`config.mk`:
```
export PLATFORM = sky130hd
export DESIGN_NAME = spn16_block_cipher
export DESIGN_NICKNAME = d
export VERILOG_FILES = /design/src/hdl/spn16_pkg.sv /design/src/hdl/spn16_round.sv /design/src/hdl/spn16_datapath.sv /design/src/hdl/spn16_block_cipher.sv
export SDC_FILE = /design/constraint.sdc
export NUM_CORES = 1
export LEC_CHECK = 0
export ABC_AREA = 1
export BUFFER_PORTS_ARGS = -buffer_cell sky130_fd_sc_hd__buf_2
export CAP_MARGIN = 20
export CORE_MARGIN = 10
export CORE_UTILIZATION = 44
export DETAILED_ROUTE_END_ITERATION = 16
export SLEW_MARGIN = 0
export SYNTH_ARGS = -nofsm -noshare
export SYNTH_HDL_FRONTEND = slang
export SYNTH_HIERARCHICAL = 1
export SYNTH_SLANG_ARGS = --single-unit
export TNS_END_PERCENT = 50
```
`constraint.sdc`:
```
create_clock -name i_clk -period 9.5 [get_ports i_clk]
set_input_delay 1.425 -clock i_clk [delete_from_list [all_inputs] [get_ports i_clk]]
set_output_delay 1.425 -clock i_clk [all_outputs]
set_load 0.005 [all_outputs]
```
`src/hdl/spn16_pkg.sv`:
```
// ----------------------------------------------------------------------------
// spn16_pkg
// Shared constants, types and round functions for the 16-bit SPN cipher.
// ----------------------------------------------------------------------------
package spn16_pkg;

    localparam int BLOCK_W  = 16;
    localparam int KEY_W    = 32;
    localparam int NIBBLE_W = 4;
    localparam int N_ROUNDS = 5;
    localparam int RKEY_STEP = 4;

    typedef logic [BLOCK_W-1:0]  t_block;
    typedef logic [KEY_W-1:0]    t_key;
    typedef logic [NIBBLE_W-1:0] t_nibble;

    typedef enum logic {
        OP_ENCRYPT = 1'b0,
        OP_DECRYPT = 1'b1
    } t_opcode;

    function automatic t_nibble sbox_fwd(input t_nibble x);
        t_nibble y;
        case (x)
            4'h0: y = 4'hE;
            4'h1: y = 4'h4;
            4'h2: y = 4'hD;
            4'h3: y = 4'h1;
            4'h4: y = 4'h2;
            4'h5: y = 4'hF;
            4'h6: y = 4'hB;
            4'h7: y = 4'h8;
            4'h8: y = 4'h3;
            4'h9: y = 4'hA;
            4'hA: y = 4'h6;
            4'hB: y = 4'hC;
            4'hC: y = 4'h5;
            4'hD: y = 4'h9;
            4'hE: y = 4'h0;
            default: y = 4'h7;
        endcase
        return y;
    endfunction

    function automatic t_nibble sbox_inv(input t_nibble x);
        t_nibble y;
        case (x)
            4'h0: y = 4'hE;
            4'h1: y = 4'h3;
            4'h2: y = 4'h4;
            4'h3: y = 4'h8;
            4'h4: y = 4'h1;
            4'h5: y = 4'hC;
            4'h6: y = 4'hA;
            4'h7: y = 4'hF;
            4'h8: y = 4'h7;
            4'h9: y = 4'hD;
            4'hA: y = 4'h9;
            4'hB: y = 4'h6;
            4'hC: y = 4'hB;
            4'hD: y = 4'h2;
            4'hE: y = 4'h0;
            default: y = 4'h5;
        endcase
        return y;
    endfunction

    function automatic t_block sub_fwd(input t_block x);
        t_block y;
        for (int n = 0; n < BLOCK_W / NIBBLE_W; n++) begin
            y[n*NIBBLE_W +: NIBBLE_W] = sbox_fwd(x[n*NIBBLE_W +: NIBBLE_W]);
        end
        return y;
    endfunction

    function automatic t_block sub_inv(input t_block x);
        t_block y;
        for (int n = 0; n < BLOCK_W / NIBBLE_W; n++) begin
            y[n*NIBBLE_W +: NIBBLE_W] = sbox_inv(x[n*NIBBLE_W +: NIBBLE_W]);
        end
        return y;
    endfunction

    // 4x4 bit transpose: bit b goes to 4*(b mod 4) + b/4; self-inverse
    function automatic t_block transpose(input t_block x);
        t_block y;
        for (int b = 0; b < BLOCK_W; b++) begin
            y[(b % 4) * 4 + (b / 4)] = x[b];
        end
        return y;
    endfunction

    // round key r is the 16-bit window (key >> (16 - 4r))
    function automatic t_block round_key(input t_key key, input int r);
        return key[(KEY_W - 1 - RKEY_STEP * r) -: BLOCK_W];
    endfunction

endpackage

```
`src/hdl/spn16_round.sv`:
```
// ----------------------------------------------------------------------------
// spn16_round
// One cipher round, forward or inverse, selected per item.
// ----------------------------------------------------------------------------
module spn16_round
    import spn16_pkg::*;
(
    input  t_opcode i_opcode,
    input  t_block  i_block,
    input  t_block  i_rkey_enc,
    input  t_block  i_rkey_dec,
    output t_block  o_block
);

    t_block enc_out;
    t_block dec_out;

    assign enc_out = transpose(sub_fwd(i_block ^ i_rkey_enc));
    assign dec_out = sub_inv(transpose(i_block)) ^ i_rkey_dec;

    assign o_block = (i_opcode == OP_DECRYPT) ? dec_out : enc_out;

endmodule

```
`src/hdl/spn16_datapath.sv`:
```
// ----------------------------------------------------------------------------
// spn16_datapath
// Five chained rounds; decryption walks the round keys in reverse.
// ----------------------------------------------------------------------------
module spn16_datapath
    import spn16_pkg::*;
#(
    parameter int NUM_ROUNDS = N_ROUNDS
) (
    input  t_opcode i_opcode,
    input  t_key    i_key,
    input  t_block  i_block,
    output t_block  o_block
);

    t_block chain [NUM_ROUNDS+1];

    assign chain[0] = i_block;

    for (genvar r = 0; r < NUM_ROUNDS; r++) begin : g_round
        spn16_round u_round (
            .i_opcode   (i_opcode),
            .i_block    (chain[r]),
            .i_rkey_enc (round_key(i_key, r)),
            .i_rkey_dec (round_key(i_key, NUM_ROUNDS - 1 - r)),
            .o_block    (chain[r+1])
        );
    end

    assign o_block = chain[NUM_ROUNDS];

endmodule

```
`src/hdl/spn16_block_cipher.sv`:
```
// ----------------------------------------------------------------------------
// spn16_block_cipher
// 16-bit SPN block cipher, five rounds, 32-bit key held in a register.
// ----------------------------------------------------------------------------
//  channel   handshake                   payload
//  input     i_in_valid / o_in_stall     i_opcode, i_block_in
//  result    o_out_valid / i_out_stall   o_block_out
//  config    i_cfg_valid / o_cfg_ready   i_cfg_data (cipher key)
//
//  Path: input register, five rounds of logic, result register.
//  One item per cycle sustained while the result side does not stall; the five rounds sit in a single register stage.
//  Synchronous active-low reset empties both stages and clears the key to zero.
//  A stall on the result side backs up through both stages; each stage keeps
//  its item until it can move on, so nothing is dropped or repeated.
// ----------------------------------------------------------------------------
module spn16_block_cipher
    import spn16_pkg::*;
#(
    parameter int NUM_ROUNDS = N_ROUNDS
) (
    input  logic                i_clk,
    input  logic                i_rst_n,
    input  logic                i_in_valid,
    output logic                o_in_stall,
    input  logic                i_opcode,
    input  logic [BLOCK_W-1:0]  i_block_in,
    output logic                o_out_valid,
    input  logic                i_out_stall,
    output logic [BLOCK_W-1:0]  o_block_out,
    input  logic                i_cfg_valid,
    output logic                o_cfg_ready,
    input  logic [KEY_W-1:0]    i_cfg_data
);

    t_key    r_key;
    logic    r_s1_valid;
    t_opcode r_s1_op;
    t_block  r_s1_block;
    logic    r_out_valid;
    t_block  r_out_block;

    t_block  n_out_block;
    logic    out_adv;
    logic    s1_adv;

    assign out_adv = !r_out_valid || !i_out_stall;
    assign s1_adv  = !r_s1_valid || out_adv;

    assign o_in_stall  = !s1_adv;
    assign o_cfg_ready = 1'b1;
    assign o_out_valid = r_out_valid;
    assign o_block_out = r_out_block;

    spn16_datapath #(
        .NUM_ROUNDS (NUM_ROUNDS)
    ) u_datapath (
        .i_opcode (r_s1_op),
        .i_key    (r_key),
        .i_block  (r_s1_block),
        .o_block  (n_out_block)
    );

    always_ff @(posedge i_clk) begin
        if (!i_rst_n) begin
            r_key <= '0;
        end else if (i_cfg_valid && o_cfg_ready) begin
            r_key <= i_cfg_data;
        end
    end

    always_ff @(posedge i_clk) begin
        if (!i_rst_n) begin
            r_s1_valid  <= 1'b0;
            r_out_valid <= 1'b0;
        end else begin
            if (s1_adv) begin
                r_s1_valid <= i_in_valid;
            end
            if (out_adv) begin
                r_out_valid <= r_s1_valid;
            end
        end
    end

    always_ff @(posedge i_clk) begin
        if (s1_adv && i_in_valid) begin
            r_s1_op    <= t_opcode'(i_opcode);
            r_s1_block <= i_block_in;
        end
        if (out_adv && r_s1_valid) begin
            r_out_block <= n_out_block;
        end
    end

    // stall only ever reflects a held item that cannot move on
    a_stall_needs_item: assert property (@(posedge i_clk) disable iff (!i_rst_n)
        o_in_stall |-> (r_s1_valid && r_out_valid && i_out_stall))
        else $error("input stalled without a blocked item");

    // an item in stage one that moves on shows up as a result next cycle
    a_s1_to_out: assert property (@(posedge i_clk) disable iff (!i_rst_n)
        (r_s1_valid && out_adv) |=> r_out_valid)
        else $error("item lost between stages");

    // accepted item lands in stage one
    a_accept_fill: assert property (@(posedge i_clk) disable iff (!i_rst_n)
        (i_in_valid && !o_in_stall) |=> r_s1_valid)
        else $error("accepted item not captured");

    // reset leaves no result pending
    a_reset_empty: assert property (@(posedge i_clk)
        !i_rst_n |=> !o_out_valid)
        else $error("result valid after reset");

endmodule

```
==> summary.md <==
| Metric | Value |
|---|---|
| Clk root buf | clkbuf_16 |
| CTS Sinks | 67 |
| WP data required | 9.61 ns |
| Top FF cell, synth | dfxtp_1 |
| VDD IR max | 0.000112 V |
| Largest net degree at the start of global routing | 44 |
| Avg Inst Size Synth | 5.67 um^2 |
| Post-synth EDFFs | 33 |
| Slack of the critical path | 2.27 ns |
| Final Max Slew Viols | 0 |
| # hold bufs at CTS | 0 |
| Gpl congestion | 0.912 |
| P per Cell Area | 270 nW/um^2 |
| Antenna Nets Post-Route | 0 |
| DR WL met3 | 2640 um |
| First-pass GRT wire length | 64800 um |
| Worst Path Buf+Inv | 7 |
| GRT Util Overall | 22.1% |
| Library cells used by synthesis | 37 |
| RSZ-0062 raised after global routing | false |
| Clock Skew | 0.00836 ns |
| Leak pwr | 7.48 nW |
| Share of flip-flops with an asynchronous set or reset | 0% |
| Die Width | 191 um |
| Area grow syn2layout | 6.32% |
| Final Instance Area | 13700 um^2 |
| Slew @ Worst Pin | 1.15 ns |
| Die area | 36400 um^2 |
| Detailed-route via count | 14.1k |
| Fin crit share | 76.1% |
| Post-CTS Setup Inserts | 0 |
| Outcome | finished clean |
| Crit path arrival time | 7.34 ns |
| Synthesized area | 12800 um^2 |
| Vias per cell | 5.23 |
| CP Capture Type | register |
| Cell family with most CP delay | simple AND/OR/NAND/NOR gates |
| Die height | 191 um |
| Post-CTS Resized | 0 |
| PortBufs | 71 |
| Max cap viols | 0 |
| Type of the worst setup path | reg -> reg |
| Min cycle time layout | 7.23 ns |
| Placement Rows | 62 |
| Total gr overflow | 0 |
| CP max stage cell | dfxtp_1 |
| Commonest cells after routing, fill and taps aside | nand2_1 (937), nand3_1 (292), inv_1 (209), nor2_1 (128), ha_1 (123) |
| Syn Nets | 2442 |
| Cells after Synth | 2265 |
| Vias in the first global route | 12.5k |
| WL final | 41600 um |
| HPWL Detailed | 31800 um |
| Synth warnings | 6 |
| Top fanout value on the critical path | 19 |
| Met2 wire len | 19000 um |
| TritonCTS clock tree | yes |
| Most frequent CP cell | nand2_1 |
| WL met1 | 18700 um |
| DR pass1 iterations | 8 |
| Layout cells sized above 1 | 9.95% |
| Slew headroom | 23.0% |
| Initial DRC count | 1259 |
| Worst-Skew Late Latency | 0.34 ns |
| Initial core utilization | 44.6% |
| Setup_tns | 0 ns |
| Fin. Hold Viols | 0 |
| Startpoint types | register |
| Commonest non-fill, non-tap cell in the layout | nand2_1 |
| Worst hold path type | reg -> reg |
| Flops & latches, synth | 67 |
| I/O pin count | 73 |
| Core area | 28800 um^2 |
| Wire per inst | 15.4 um |
| Clock-pin transition on the worst setup and hold timing paths | 0.06 ns |
| Util after Layout | 47.4% |
| DR top layer | met4 |
| Initial antenna violation count | 1 |
| Max H-tree Level | 3 |
| Finish-stage setup viols | 0 |
| DRC viols | 0 |
| DP Area | 13300 um^2 |
| Nets | 2484 |
| CTS buffer count | 9 |
| Clock buffer depth | 2 |
| Fmax | 138 MHz |
| Seq/Total Area, Yosys | 13.0% |
| Critical path's largest stage delay | 0.93 ns |
| Dpl ws | 2.31 ns |
==> synth_stat cells (4+ instances only) <==
cell      number  area share [%]
a21o_1        11            0.64
a21oi_1       70             2.7
buf_2          5            0.19
buf_4         20             1.2
buf_6         19             1.7
clkbuf_4       4            0.23
dfxtp_1       34             5.3
edfxtp_1      33             7.7
ha_1         123              12
inv_1        209             6.1
inv_2         49             1.4
inv_4          6            0.29
nand2_1      937              27
nand2_2       29             1.4
nand2_4       13             1.1
nand3_1      292              11
nand3b_1      42             2.5
nor2_1       128             3.7
nor2_2         4            0.19
o211ai_1      27             1.6
o21ai_0      111             4.3
o21bai_1       4            0.23
or2_1          5            0.24
or2_2         16            0.78
xnor2_1       28             1.9
xnor2_2        4            0.51
xor2_1        17             1.2
xor2_2         7            0.89
==> worst paths after layout <==
| path | endpoint | start | slack (ns) | cells after the start |
|---|---|---|---|---|
| max reg2reg | o_block_out[15] | r_key[17] | 2.27 | 41 |
| min | o_out_valid | r_s1_valid | 0.48 | 2 |
| max | o_block_out[15] | r_key[17] | 2.27 | 41 |
| min reg2reg | o_out_valid | r_s1_valid | 0.48 | 2 |
==> area by class of cell <==
cell class	count	area (um^2)
flip-flops and latches	67	1670
diodes	1	2.50
repair buffers	86	468
fillers	3110	15100
well taps	384	480
clock inverters	5	77.6
inverters	265	1010
clock buffers	11	233
multi-input cells	1878	9710
==> power by group <==
| group | switching, mW | internal, mW | leakage [nW] |
|---|---|---|---|
| combinational | 1.94 | 0.968 | 6.73 |
| clock | 0.133 | 0.229 | 0.151 |
| sequential | 0.0468 | 0.363 | 0.599 |
==> per-layer routing <==
metal	track usage [%]	vias up
met5	0	-
met4	6.72	0
met3	2.60	62
met2	36.6	409
met1	29.3	6353
li1	-	7276
==> state kept, by name, summed over array words and instances, names as in the netlist <==
name / flops
r_s1_block: 16
r_s1_valid: 1
r_s1_op: 1
r_key: 32
o_out_valid: 1
o_block_out: 16
==> worst reg2reg max path, delay by kind of cell (launching register included) <==
kind / cells / cell delay (ns)
compound gates: 2 / 0.72
flops: 1 / 0.93
buf+inv: 7 / 0.88
fa+ha+maj: 5 / 1.55
simple gates: 27 / 2.94
==> through the flow <==
stage	power (mW)	cells	hold WS [ns]
6_report	3.68	2697	0.484
5_1_grt	4.14	2697	0.512
4_1_cts	3.64	2696	0.482
3_5_place_dp	3.26	2680	0.476
3_3_place_gp	3.22	2680	0.456
2_1_floorplan	2.71	2265	0.448
==> cells by family (layout without fill, tap and decap cells) <==
| group | count (synthesis) | in the layout | synth area share (%) |
|---|---|---|---|
| simple gates | 1469 | 1469 | 48.9 |
| buf+inv | 320 | 367 | 11.4 |
| compound gates | 226 | 226 | 9.63 |
| fa+ha+maj | 123 | 123 | 12.0 |
| flops | 67 | 67 | 13.0 |
| xor+xnor | 59 | 59 | 5.11 |
| other cells | 1 | 2 | 0.0292 |
Power figures use the tool's default switching activity.
